### src/ngr_pkg.sv
package ngr_pkg;

    localparam logic [31:0] ACC_CAP     = 32'd4000000000;
    localparam logic [31:0] LAT_MAX     = 32'd900000000;
    localparam logic [31:0] LON_MAX     = 32'd1800000000;
    localparam logic [31:0] ALT_POS_MAX = 32'd999999;
    localparam logic [31:0] ALT_NEG_MAX = 32'd99999;
    localparam logic [31:0] HDOP_MAX    = 32'd9999;

    localparam logic [7:0] CH_DOLLAR = 8'h24;
    localparam logic [7:0] CH_CR     = 8'h0D;
    localparam logic [7:0] CH_LF     = 8'h0A;
    localparam logic [7:0] CH_COMMA  = 8'h2C;
    localparam logic [7:0] CH_DOT    = 8'h2E;
    localparam logic [7:0] CH_MINUS  = 8'h2D;
    localparam logic [7:0] CH_ZERO   = 8'h30;
    localparam logic [7:0] CH_NINE   = 8'h39;
    localparam logic [7:0] CH_A      = 8'h41;
    localparam logic [7:0] CH_C      = 8'h43;
    localparam logic [7:0] CH_G      = 8'h47;
    localparam logic [7:0] CH_M      = 8'h4D;
    localparam logic [7:0] CH_N      = 8'h4E;
    localparam logic [7:0] CH_P      = 8'h50;
    localparam logic [7:0] CH_R      = 8'h52;
    localparam logic [7:0] CH_S      = 8'h53;
    localparam logic [7:0] CH_W      = 8'h57;

    localparam logic [1:0] HM_GGA = 2'b01;
    localparam logic [1:0] HM_RMC = 2'b10;

    typedef struct packed {
        logic tm;
        logic lat;
        logic lon;
        logic alt;
        logic hdop;
    } mask_t;

    typedef struct packed {
        logic        rmc;
        logic        status;
        mask_t       mask;
        logic [6:0]  hour;
        logic [6:0]  minute;
        logic [6:0]  second;
        logic [3:0]  fix;
        logic [6:0]  sats;
        logic [31:0] lat_acc;
        logic [2:0]  lat_fd;
        logic        lat_neg;
        logic [31:0] lon_acc;
        logic [2:0]  lon_fd;
        logic        lon_neg;
        logic [31:0] alt_acc;
        logic [2:0]  alt_fd;
        logic        alt_neg;
        logic [31:0] hdop_acc;
        logic [2:0]  hdop_fd;
    } entry_t;

    // a*10+d, saturating at the accumulator cap
    function automatic logic [31:0] mul10_sat(logic [31:0] a, logic [3:0] d);
        logic [35:0] v;
        v = ({4'd0, a} << 3) + ({4'd0, a} << 1) + {32'd0, d};
        return (v > {4'd0, ACC_CAP}) ? ACC_CAP : v[31:0];
    endfunction

endpackage

### src/ngr_front.sv
module ngr_front
    import ngr_pkg::*;
#(
    parameter int LINE_MAX = 128
)
(
    input  logic       clk,
    input  logic       rst_n,
    input  logic       accept,
    input  logic [7:0] rx_byte,
    output logic       push,
    output entry_t     entry
);

    localparam int CW = $clog2(LINE_MAX);

    typedef enum logic [3:0] {
        K_NONE, K_TIME, K_LAT, K_NS, K_LON, K_EW, K_FIX, K_SATS, K_HDOP, K_ALT, K_STATUS
    } kind_t;

    logic          in_sent_reg, in_sent_next;
    logic [CW-1:0] cc_reg, cc_next;
    logic [4:0]    fnum_reg, fnum_next;
    logic [1:0]    hm_reg, hm_next;
    logic [31:0]   acc_reg, acc_next;
    logic [2:0]    fd_reg, fd_next;
    logic [1:0]    phase_reg, phase_next;
    logic          neg_reg, neg_next;
    logic [7:0]    first_reg, first_next;
    logic [2:0]    fpos_reg, fpos_next;
    entry_t        st_reg, st_next;
    logic          push_next;

    function automatic kind_t field_kind(logic [4:0] fn, logic [1:0] hm, logic st);
        kind_t k;
        k = K_NONE;
        if (hm == HM_GGA)
        begin
            case (fn)
                5'd1: k = K_TIME;
                5'd2: k = K_LAT;
                5'd3: k = K_NS;
                5'd4: k = K_LON;
                5'd5: k = K_EW;
                5'd6: k = K_FIX;
                5'd7: k = K_SATS;
                5'd8: k = K_HDOP;
                5'd9: k = K_ALT;
                default: k = K_NONE;
            endcase
        end
        else if (hm == HM_RMC)
        begin
            case (fn)
                5'd1: k = K_TIME;
                5'd2: k = K_STATUS;
                5'd3: k = st ? K_LAT : K_NONE;
                5'd4: k = K_NS;
                5'd5: k = st ? K_LON : K_NONE;
                5'd6: k = K_EW;
                default: k = K_NONE;
            endcase
        end
        return k;
    endfunction

    always_comb
    begin
        logic [7:0]    c;
        logic          is_dig;
        logic [3:0]    dval;
        kind_t         k;
        logic          ok;
        logic [2:0]    pos;
        logic [CW-1:0] cpos;
        logic [2:0]    fmax;
        logic [1:0]    ph;
        logic          skip;

        c      = rx_byte;
        is_dig = (c >= CH_ZERO) && (c <= CH_NINE);
        dval   = c[3:0];
        k      = field_kind(fnum_reg, hm_reg, st_reg.status);
        ok     = (fpos_reg != 3'd0) && (first_reg >= CH_ZERO);
        pos    = fpos_reg;
        cpos   = cc_reg;
        fmax   = 3'd0;
        ph     = phase_reg;
        skip   = 1'b0;

        in_sent_next = in_sent_reg;
        cc_next      = cc_reg;
        fnum_next    = fnum_reg;
        hm_next      = hm_reg;
        acc_next     = acc_reg;
        fd_next      = fd_reg;
        phase_next   = phase_reg;
        neg_next     = neg_reg;
        first_next   = first_reg;
        fpos_next    = fpos_reg;
        st_next      = st_reg;
        push_next    = 1'b0;

        if (c == CH_DOLLAR)
        begin
            in_sent_next = 1'b1;
            cc_next      = CW'(1);
            fnum_next    = 5'd0;
            hm_next      = HM_GGA | HM_RMC;
            st_next      = '0;
            acc_next     = 32'd0;
            fd_next      = 3'd0;
            phase_next   = 2'd0;
            neg_next     = 1'b0;
            first_next   = 8'd0;
            fpos_next    = 3'd0;
        end
        else if (in_sent_reg)
        begin
            if (c == CH_CR || c == CH_LF || c == CH_COMMA)
            begin
                // close the current field
                case (k)
                    K_TIME:
                        if (ok)
                            st_next.mask.tm = 1'b1;
                    K_LAT:
                        if (ok)
                        begin
                            st_next.lat_acc  = acc_reg;
                            st_next.lat_fd   = fd_reg;
                            st_next.mask.lat = 1'b1;
                        end
                    K_LON:
                        if (ok)
                        begin
                            st_next.lon_acc  = acc_reg;
                            st_next.lon_fd   = fd_reg;
                            st_next.mask.lon = 1'b1;
                        end
                    K_HDOP:
                        if (ok)
                        begin
                            st_next.hdop_acc  = acc_reg;
                            st_next.hdop_fd   = fd_reg;
                            st_next.mask.hdop = 1'b1;
                        end
                    K_ALT:
                        if (fpos_reg != 3'd0 && (ok || first_reg == CH_MINUS))
                        begin
                            st_next.alt_acc  = acc_reg;
                            st_next.alt_fd   = fd_reg;
                            st_next.alt_neg  = neg_reg;
                            st_next.mask.alt = 1'b1;
                        end
                    default: ;
                endcase
            end

            if (c == CH_CR || c == CH_LF)
            begin
                in_sent_next = 1'b0;
                if (cc_reg > CW'(6) && (hm_reg == HM_GGA || hm_reg == HM_RMC))
                begin
                    push_next   = 1'b1;
                    st_next.rmc = (hm_reg == HM_RMC);
                end
            end
            else if (cc_reg >= CW'(LINE_MAX - 1))
            begin
                in_sent_next = 1'b0;
            end
            else
            begin
                cc_next = cc_reg + CW'(1);
                case (cpos)
                    CW'(1):
                        if (c != CH_G) hm_next = 2'b00;
                    CW'(2):
                        if (c != CH_P && c != CH_N) hm_next = 2'b00;
                    CW'(3):
                    begin
                        if (c != CH_G) hm_next[0] = 1'b0;
                        if (c != CH_R) hm_next[1] = 1'b0;
                    end
                    CW'(4):
                    begin
                        if (c != CH_G) hm_next[0] = 1'b0;
                        if (c != CH_M) hm_next[1] = 1'b0;
                    end
                    CW'(5):
                    begin
                        if (c != CH_A) hm_next[0] = 1'b0;
                        if (c != CH_C) hm_next[1] = 1'b0;
                    end
                    default: ;
                endcase

                if (c == CH_COMMA)
                begin
                    if (fnum_reg != 5'd31)
                        fnum_next = fnum_reg + 5'd1;
                    acc_next   = 32'd0;
                    fd_next    = 3'd0;
                    phase_next = 2'd0;
                    neg_next   = 1'b0;
                    first_next = 8'd0;
                    fpos_next  = 3'd0;
                end
                else
                begin
                    if (fpos_reg != 3'd7)
                        fpos_next = fpos_reg + 3'd1;
                    if (pos == 3'd0)
                        first_next = c;
                    case (k)
                        K_TIME, K_SATS:
                            if ((k == K_TIME && pos < 3'd6) || (k == K_SATS && pos < 3'd2))
                            begin
                                // two-digit pair scan
                                if (!pos[0])
                                begin
                                    acc_next   = is_dig ? {28'd0, dval} : 32'd0;
                                    phase_next = is_dig ? 2'd1 : 2'd3;
                                end
                                else if (phase_reg == 2'd1 && is_dig)
                                    acc_next = mul10_sat(acc_reg, dval);
                                else
                                    phase_next = 2'd3;
                                if (k == K_SATS)
                                    st_next.sats = acc_next[6:0];
                                else if (pos[2:1] == 2'd0)
                                    st_next.hour = acc_next[6:0];
                                else if (pos[2:1] == 2'd1)
                                    st_next.minute = acc_next[6:0];
                                else
                                    st_next.second = acc_next[6:0];
                            end
                        K_FIX:
                            if (pos == 3'd0)
                                st_next.fix = is_dig ? dval : 4'd0;
                        K_STATUS:
                            if (pos == 3'd0)
                                st_next.status = (c == CH_A);
                        K_NS:
                            if (pos == 3'd0 && c == CH_S && st_reg.mask.lat)
                                st_next.lat_neg = ~st_reg.lat_neg;
                        K_EW:
                            if (pos == 3'd0 && c == CH_W && st_reg.mask.lon)
                                st_next.lon_neg = ~st_reg.lon_neg;
                        K_LAT, K_LON, K_ALT, K_HDOP:
                        begin
                            fmax = (k == K_ALT) ? 3'd1 : (k == K_HDOP) ? 3'd2 : 3'd5;
                            if (ph == 2'd0)
                            begin
                                ph = 2'd1;
                                phase_next = 2'd1;
                                if (c == CH_MINUS)
                                begin
                                    neg_next = 1'b1;
                                    skip     = 1'b1;
                                end
                            end
                            if (!skip)
                            begin
                                if (ph == 2'd1)
                                begin
                                    if (is_dig)
                                        acc_next = mul10_sat(acc_reg, dval);
                                    else if (c == CH_DOT)
                                        phase_next = 2'd2;
                                    else
                                        phase_next = 2'd3;
                                end
                                else if (ph == 2'd2)
                                begin
                                    if (is_dig)
                                    begin
                                        if (fd_reg < fmax)
                                        begin
                                            acc_next = mul10_sat(acc_reg, dval);
                                            fd_next  = fd_reg + 3'd1;
                                        end
                                    end
                                    else
                                        phase_next = 2'd3;
                                end
                            end
                        end
                        default: ;
                    endcase
                end
            end
        end
    end

    assign push  = accept && push_next;
    assign entry = st_next;

    always_ff @(posedge clk or negedge rst_n)
    begin
        if (!rst_n)
        begin
            in_sent_reg <= 1'b0;
            cc_reg      <= '0;
            fnum_reg    <= 5'd0;
            hm_reg      <= 2'b00;
            acc_reg     <= 32'd0;
            fd_reg      <= 3'd0;
            phase_reg   <= 2'd0;
            neg_reg     <= 1'b0;
            first_reg   <= 8'd0;
            fpos_reg    <= 3'd0;
            st_reg      <= '0;
        end
        else if (accept)
        begin
            in_sent_reg <= in_sent_next;
            cc_reg      <= cc_next;
            fnum_reg    <= fnum_next;
            hm_reg      <= hm_next;
            acc_reg     <= acc_next;
            fd_reg      <= fd_next;
            phase_reg   <= phase_next;
            neg_reg     <= neg_next;
            first_reg   <= first_next;
            fpos_reg    <= fpos_next;
            st_reg      <= st_next;
        end
    end

endmodule

### config.mk
export PLATFORM = sky130hd
export DESIGN_NAME = ngr_front
export DESIGN_NICKNAME = d
export VERILOG_FILES = /design/src/ngr_pkg.sv /design/src/ngr_front.sv
export SDC_FILE = /design/constraint.sdc
export NUM_CORES = 1
export LEC_CHECK = 0
export BUFFER_PORTS_ARGS = -buffer_cell sky130_fd_sc_hd__buf_4
export CELL_PAD_IN_SITES_DETAIL_PLACEMENT = 1
export CELL_PAD_IN_SITES_GLOBAL_PLACEMENT = 1
export CORE_ASPECT_RATIO = 0.6
export CORE_MARGIN = 1.5
export CORE_UTILIZATION = 50
export CTS_BUF_LIST = sky130_fd_sc_hd__clkbuf_4
export DETAILED_ROUTE_END_ITERATION = 8
export PLACE_DENSITY_LB_ADDON = 0.1
export SLEW_MARGIN = 20
export SYNTH_ARGS = -nofsm -noshare
export SYNTH_HDL_FRONTEND = slang
export SYNTH_SLANG_ARGS = --single-unit
### constraint.sdc
create_clock -name clk -period 11.4 [get_ports clk]
set_input_delay 2.28 -clock clk [delete_from_list [all_inputs] [get_ports clk]]
set_output_delay 2.28 -clock clk [all_outputs]
set_load 0.05 [all_outputs]
==> impl_metrics.ini, run 1 <==
[status]
status = complete, no violations

[cells_and_area]
mostFrequentLayoutCells = nand2_1 (353), dfrtp_1 (246), buf_4 (214)
syn_to_final_growth_pct = 15.1
drive_gt1_frac = 0.191
seqCellArea_um2 = 6160
multi_input_area_um2 = 8880
fin_nets = 2034
layout_commonest_cell = nand2_1
largest_register_ffs = 182
nFillCells = 3744
fin_util = 0.583

[yosys]
post_synth.cell_area_avg_um2 = 8.69
synth-compound-area-share = 0.250
synth-simple-area-share = 0.193
synth.distinct_cells = 88
ys_ff_latch = 246
synth_xor_area_frac = 0.0190
synth_nets = 1901
synth_edf_count = 0
synthMuxAreaShare = 0.0355
syn_area_um2 = 15700
synth_area_leaders = dfrtp_1 (39%), a22o_1 (9.0%), nand2_1 (8.5%)
ys_async_sr_fraction = 1.00
yosys.area.top_type = dfrtp_1
seq_area_frac_synth = 0.392
ys.flop_type = dfrtp_1
netlist_instances = 1808
synth_top_family_by_area = compound AO/OA/AOI/OAI gates
synth_top_area_frac = 0.392
yosysWarnings = 0
synthAdderAreaFrac = 0.0662

[global_route]
grt_max_degree = 113
grt_overflow = 0
antenna_found_initial = 2
grtUsageTotal = 0.377
grt_pass1_wl_um = 94800
first_global_vias = 15600

[timing]
tightest_slew_ps = 1170
min_period_over_period = 0.848
min_period_ps = 9670
rsz0062_at_grt = no
maxSlewViolCount = 0
max_freq_mhz = 103
skew_ps = 83.7
finalSetupViolCount = 0
relSlewSlack = 0.217
hold_violations = 0
finalSetupTns_ps = 0

[hold_path]
hp-start = first_reg[2]
hold_class = flip-flop to flip-flop

[critical_path]
worstSetupStartpointType = input pin
cpPeakStageDelay_ps = 660
crit_slowest_cell = a31o_2
crit_chain = buf_4, inv_1, fa_1, inv_1, fa_1, a21o_1, a311o_1, a21oi_2, o21ai_2, xor2_1, a2111oi_2, nand4_1, o2111ai_1, a31o_2, a21oi_2, o41ai_1, buf_4
critPathCaptureType = output pin
crit_required_ps = 9120
cp-startpoint = rx_byte[3]
arrival_ps = 7390
path_class = input pin to output pin
reg2reg_from = acc_reg[0]
crit_fanout = 23

[drt]
postRouteAntennaNets = 0
dr.pass1.iters = 5
wirelength_um = 62000
drc = 0
initialDrtViolationCount = 1604
viasPerCell = 6.55
wl_per_cell_um = 25.8
vias = 15800

[floorplan]
core_um2 = 31000
rows = 50
io_pins = 194
initial_core_util = 0.506
die_area_um2 = 32500
die_w_um = 232
die_h_um = 140

[power_and_ir_drop]
power_leakage_uw = 0.00879
peakVddDrop_uv = 74.4
p_per_area_nw_per_um2 = 103

[clock_tree]
cts-buffers-inserted = 61
clock-root-buffer = clkbuf_4
cts_tree = yes
hold_buffers = 0
clkLatencyLatePin_ps = 830
cts-htree-levels = 2
cts-resized-gates = 0
cts_buffer_depth = 3
clk_pin_slew_worst_paths_ps = 80
postCtsSetupRepairBufs = 0
cts_sinks = 246

[place]
gp_congestion = 0.945
dpl.hpwl_um = 42900
port_buffers = 193

[run]
cap_violations = 0
[cells in the mapped netlist (all sizes together), types with 16 or more instances]
cell type / count
mux2i: 40
and3: 16
ha: 80
a21oi: 167
nor2: 114
dfrtp: 246
inv: 31
o31ai: 19
and2: 18
nand2: 354
a22o: 162
buf: 30
nand3: 56
xor2: 20
o21ai: 104
clkbuf: 115
nand4: 21
[path summary, 6_finish.rpt]
| path | end | slack [ps] | cells past startpoint |
|---|---|---|---|
| max | entry[155] | 1730 | 17 |
| max in group asynchronous | st_reg[78] | 7450 | 3 |
| max reg2reg | acc_reg[9] | 5670 | 15 |
| min in group asynchronous | st_reg[60] | 1540 | 1 |
| min reg2reg | first_reg[2] | 490 | 2 |
| min | first_reg[2] | 490 | 2 |
[cell type report]
class / count / area share
Antenna cell: 1 / 0.000138
Clock buffer: 84 / 0.0349
Clock inverter: 29 / 0.00851
Inverter: 31 / 0.00644
Multi-Input combinational cell: 1386 / 0.491
Sequential cell: 246 / 0.340
Tap cell: 416 / 0.0288
Timing Repair Buffer: 215 / 0.0897
[stage by stage]
stage	setup WS, ps	instance area, µm²	hold WS [ps]	total power, µW	cells
2_1_floorplan	1720	15700	443	1020	1808
3_3_place_gp	1970	17300	459	1070	2294
3_5_place_dp	1840	17300	470	1080	2294
4_1_cts	1830	18100	487	1860	2407
5_1_grt	1510	18100	507	1930	2408
6_report	1730	18100	490	1860	2408
[power breakdown]
group | internal, µW | switching [µW] | total (µW)
registers | 893 | 33.4 | 926
clock network | 368 | 422 | 790
logic | 42.8 | 101 | 143
[cells by family (layout without fill, tap and decap cells)]
kind of cell               after synthesis  in the layout
other                                    0              1
AOI/OAI and AO/OA                      553            553
muxes                                   54             54
xor gates and xnor gates                34             34
DFF                                    246            246
adders and majority gates               82             82
and+or+nand+nor                        663            663
buffers and inverters                  176            359
[routing by layer]
| layer | vias up | wire [µm] | global-route usage |
|---|---|---|---|
| met5 | - | 11 | 0 |
| met4 | 2 | 1280 | 0.0943 |
| met3 | 106 | 6230 | 0.111 |
| met2 | 769 | 25300 | 0.515 |
| met1 | 8093 | 29300 | 0.576 |
| li1 | 6800 | - | - |
[critical path, delay by kind of cell]
family | cells | cell delay [ps]
and+or+nand+nor | 1 | 160
xor gates and xnor gates | 1 | 180
adders and majority gates | 2 | 940
buffers and inverters | 4 | 640
AOI/OAI and AO/OA | 9 | 3170
Power figures use the tool's default switching activity.
==> run 2: changes to the inputs <==
CORE_UTILIZATION = 46   (was 50)
clock period = 9.1 ns   (was 11.4 ns; I/O delays follow)
==> run 2 against run 1 <==
Effect of this change: power up 30%; routed wire length down 2.2%; sequential power up 25%; critical path type unchanged; critical endpoint is now entry[169].
==> impl_metrics.ini, run 2 (synthesis gave the netlist of run 1 again) <==
[hold_path]
whs_path_depth = 2
hold_class = flip-flop to flip-flop
worstHoldEndpoint = st_reg[165]
hp-start = st_reg[165]

[global_route]
grt_max_degree = 124
grt_pass1_wl_um = 93600
grt_overflow = 0
antenna_found_initial = 1
first_global_vias = 15600
grtUsageTotal = 0.342

[clock_tree]
cts-buffers-inserted = 66
cts_sinks = 246
clkLatencyLatePin_ps = 770
cts_tree = yes
clock-root-buffer = clkbuf_4
postCtsSetupRepairBufs = 0
cts-resized-gates = 0
cts_buffer_depth = 3
clk_pin_slew_worst_paths_ps = 80
cts-htree-levels = 3
hold_buffers = 0

[timing]
maxSlewViolCount = 0
min_period_over_period = 0.937
min_period_ps = 8520
max_freq_mhz = 117
finalSetupTns_ps = 0
relSlewSlack = 0.142
finalSetupViolCount = 0
skew_ps = 68.3
tightest_slew_ps = 1250
layout_setup_ws_ps = 575
hold_violations = 0
rsz0062_at_grt = no

[cells_and_area]
fin_nets = 2043
nFillCells = 4006
drive_gt1_frac = 0.197
syn_to_final_growth_pct = 16.1
final_cell_count_no_fill = 2455
mostFrequentLayoutCells = nand2_1 (354), dfrtp_1 (246), buf_4 (218)
seqCellArea_um2 = 6160
multi_input_area_um2 = 8880
largest_register_ffs = 182
layout_commonest_cell = nand2_1

[floorplan]
core_um2 = 33600
die_h_um = 146
die_w_um = 242
initial_core_util = 0.467
rows = 52
die_area_um2 = 35300
io_pins = 194

[place]
dpl.hpwl_um = 42500
pre_cts_slack_ps = 654
gp_congestion = 0.960
dpl.cell_count = 2341
port_buffers = 193

[critical_path]
reg2reg_from = acc_reg[0]
critPathCaptureType = output pin
cp-startpoint = rx_byte[3]
crit_fanout = 14
path_buf_inv = 4
arrival_ps = 6700
crit_chain = buf_4, inv_1, fa_1, inv_1, fa_1, a21o_1, a311o_1, a21oi_2, o21ai_2, xor2_1, a2111oi_2, nand4_1, o2111ai_1, a31o_2, a21oi_2, o41ai_1, buf_4
cpPeakStageDelay_ps = 540
crit_required_ps = 7280
r2r_end = acc_reg[9]
crit_slowest_cell = fa_1
path_class = input pin to output pin
reg2regPathDepth = 16
path_delay_family = compound AO/OA/AOI/OAI gates
worstSetupStartpointType = input pin
rrSetupSlack_ps = 3430

[power_and_ir_drop]
p_per_area_nw_per_um2 = 132
peakVddDrop_uv = 100
p_total_uw = 2410
power_leakage_uw = 0.00884

[drt]
wl_met2_um = 25100
drc = 0
top_layer = met4
dr.pass1.iters = 5
wl_met3_um = 5280
postRouteAntennaNets = 0
wl_per_cell_um = 24.7
met1_length_um = 29300
wirelength_um = 60700
viasPerCell = 6.35
vias = 15600
initialDrtViolationCount = 1303

[status]
status = complete, no violations

[run]
cap_violations = 0
run 2: cell types whose count changed in the layout (fill, tap and decap cells not counted), sizes merged:
cell / change
diode: +1
bufinv: +2
inv: +1
clkinv: -12
clkbuf: +8
buf: +4
run 2: through the flow:
step | area, µm² | utilization | hold slack (ps)
after floorplan | 15700 | - | 443
final | 18200 | 0.542 | 489
after global routing | 18200 | 0.542 | 513
after CTS | 18200 | 0.542 | 487
after detailed placement | 17400 | 0.517 | 472
after global placement | 17400 | 0.517 | 461
run 2: per-layer routing:
layer  up-vias  global-route usage
li1       6819                   -
met1      7997               0.536
met2       683               0.471
met3        81              0.0706
met4         0              0.0871
met5         -                   0
run 2: cell type report:
class,instances,area share
clock buffers,92,0.0379
multi-input cells,1386,0.487
repair buffers,219,0.0906
flip-flops and latches,246,0.338
inverters,31,0.00638
clock inverters,20,0.00913
well taps,459,0.0315
diodes,2,0.000274
run 2: power breakdown:
group	internal, µW	switching (µW)	total [µW]
registers	1120	41.3	1160
clock network	554	522	1080
logic	53.8	125	179
total	1730	688	2410
run 2: worst max path at each step:
stage	endpoint	slack [ps]	cells after the start
2_1_floorplan	entry[144]	340	16
5_1_grt	entry[170]	390	17
3_3_place_gp	entry[144]	830	17
3_5_place_dp	entry[170]	650	17
4_1_cts	entry[170]	630	17
6_report	entry[169]	580	17
run 2: tightest hold or removal path, stage by stage (launching register included):
cell and delay (ps):
dfrtp_1 350, nand2_1 50, o21ai_1 60
==> run 3: changes to the inputs <==
ABC_AREA = 1   (was not set)
CORE_UTILIZATION = 44   (was 46)
==> run 3 against run 2 <==
Effect of this change: setup slack improved by 740 ps; flip-flop and latch count unchanged; via count rose by 18%; clock power is 4% higher; clock skew shrank 20 ps; routed wire length is 12% higher; critical path type unchanged; critical endpoint is now entry[162].
==> impl_metrics.ini, run 3 <==
[place]
dpl.cell_count = 3135
gp_congestion = 1.07
dpl.hpwl_um = 50900
pre_cts_slack_ps = 1430
port_buffers = 193

[power_and_ir_drop]
peakVddDrop_uv = 122
p_sw_uw = 2280
clkPwrFrac = 0.237
p_total_uw = 4710
power_leakage_uw = 0.0109
pwr-share-comb = 0.471
p_int_uw = 2430
power_frac_seq = 0.291
switching_share = 0.485
p_per_area_nw_per_um2 = 241

[cells_and_area]
drive_gt1_frac = 0.140
largest_register_ffs = 182
mostFrequentLayoutCells = nand2_1 (965), inv_1 (260), dfrtp_1 (246)
syn_to_final_growth_pct = 16.4
fin_nets = 2785
layout_commonest_cell = nand2_1
final_cell_count_no_fill = 3251
fin_util = 0.518

[hold_path]
hold_class = flip-flop to flip-flop
hp-start = st_reg[63]

[clock_tree]
postCtsSetupRepairBufs = 0
clkLatencyLatePin_ps = 770
cts-resized-gates = 0
cts_sinks = 246
hold_buffers = 0
cts-buffers-inserted = 67
cts-htree-levels = 3
cts_tree = yes
clock-root-buffer = clkbuf_4
cts_buffer_depth = 3
clk_pin_slew_worst_paths_ps = 60

[yosys]
yosysMostFrequentCell = nand2_1
synth_area_leaders = dfrtp_1 (37%), nand2_1 (22%), a21oi_1 (6.0%)
seq_area_frac_synth = 0.367
synth_nets = 2611
synth_top_area_frac = 0.367
yosys.area.top_type = dfrtp_1
ys.flop_type = dfrtp_1
ys_async_sr_fraction = 1.00
syn_area_um2 = 16800
synth_edf_count = 0
yosysWarnings = 0
synth.distinct_cells = 53
ys_ff_latch = 246
netlist_instances = 2518
post_synth.cell_area_avg_um2 = 6.66
yosys-top-cells-count = nand2_1 (965), inv_1 (260), dfrtp_1 (246)

[floorplan]
die_w_um = 255
core_um2 = 37600
rows = 55
initial_core_util = 0.445
io_pins = 194
die_area_um2 = 39300
die_h_um = 154

[timing]
min_period_over_period = 0.856
max_freq_mhz = 128
relSlewSlack = 0.296
maxSlewViolCount = 0
rsz0062_at_grt = no
tightest_slew_ps = 1060
skew_ps = 48.2
min_period_ps = 7790
finalSetupTns_ps = 0
finalSetupViolCount = 0
hold_violations = 0
layout_setup_ws_ps = 1310

[critical_path]
cp-startpoint = rx_byte[3]
arrival_ps = 5970
worstSetupStartpointType = input pin
critPathCaptureType = output pin
crit_required_ps = 7280
reg2reg_from = acc_reg[0]
path_class = input pin to output pin
cpPeakStageDelay_ps = 480
crit_fanout = 22
crit_top_cell = nand2_1
crit_slowest_cell = fa_1

[drt]
viasPerCell = 5.66
wirelength_um = 68200
vias = 18400
drc = 0
initialDrtViolationCount = 1574
postRouteAntennaNets = 0
wl_per_cell_um = 21.0
dr.pass1.iters = 5

[global_route]
grt_overflow = 0
grt_max_degree = 118
antenna_found_initial = 3
first_global_vias = 18400
grt_pass1_wl_um = 106000
grtUsageTotal = 0.348

[status]
status = complete, no violations

[run]
cap_violations = 0
run 3: changes by cell type after synthesis, moves of 17 or more:
cell      before  now
a22o_1       162    0
o21ai_0       57  199
mux2i_1       40    0
o31ai_1       19    2
inv_2          2   20
a21oi_1      161  201
clkbuf_1     115   80
nand2_1      354  965
o21ai_1       36   16
inv_1         29  260
nor2_1       112  139
nand3_1       56  105
run 3: kinds of logic (layout without fill, tap and decap cells):
| family | count (synthesis) | after routing | share of synthesized area |
|---|---|---|---|
| DFF | 246 | 246 | 0.367 |
| adders and majority gates | 82 | 82 | 0.0621 |
| buffers and inverters | 386 | 603 | 0.0882 |
| AOI/OAI and AO/OA | 465 | 465 | 0.146 |
| and+or+nand+nor | 1326 | 1326 | 0.330 |
| other | 0 | 3 | 0 |
| xor gates and xnor gates | 13 | 13 | 0.00679 |
run 3: metrics by stage:
step                hold WS [ps]  instance area (µm²)
floorplan                    444                16800
global placement             456                18600
detailed placement           460                18600
CTS                          478                19500
global route                 495                19500
finish                       477                19500
run 3: worst paths after layout:
check	end	slack, ps	cells after the start
max	entry[162]	1310	25
min	st_reg[63]	480	2
max reg2reg	st_reg[144]	4500	24
min reg2reg	st_reg[63]	480	2
max in group asynchronous	st_reg[30]	6370	2
min in group asynchronous	st_reg[162]	1110	1
run 3: final cells by class:
cell class | instances | area [µm²]
fill | 5095 | 18100
clock inverter | 8 | 118
sequential | 246 | 6160
multi-input combinational | 1886 | 9140
antenna | 3 | 7.51
inverter | 283 | 1070
timing repair buffer | 208 | 1600
clock buffer | 104 | 781
tap | 513 | 642
run 3: power groups by stage:
stage          clock (µW)  sequential, µW  combinational (µW)
2_1_floorplan           0            1310                1450
3_3_place_gp            0            1370                2070
3_5_place_dp            0            1380                2150
4_1_cts              1140            1360                2160
5_1_grt              1180            1380                2410
6_report             1120            1370                2220
run 3: layer usage:
metal / track usage / up-vias / part of all wire
met3: 0.0764 / 95 / 0.091
met1: 0.535 / 9237 / 0.48
li1: - / 8391 / -
met2: 0.486 / 677 / 0.41
met4: 0.0902 / 0 / 0.021
met5: 0 / - / 0
run 3: worst max-delay path, delay by kind of cell:
family	cells	cell delay, ps
adder cells (fa/ha/maj)	2	750
buffers and inverters	4	570
AND/OR/NAND/NOR	18	2530
AO/OA/AOI/OAI	1	300
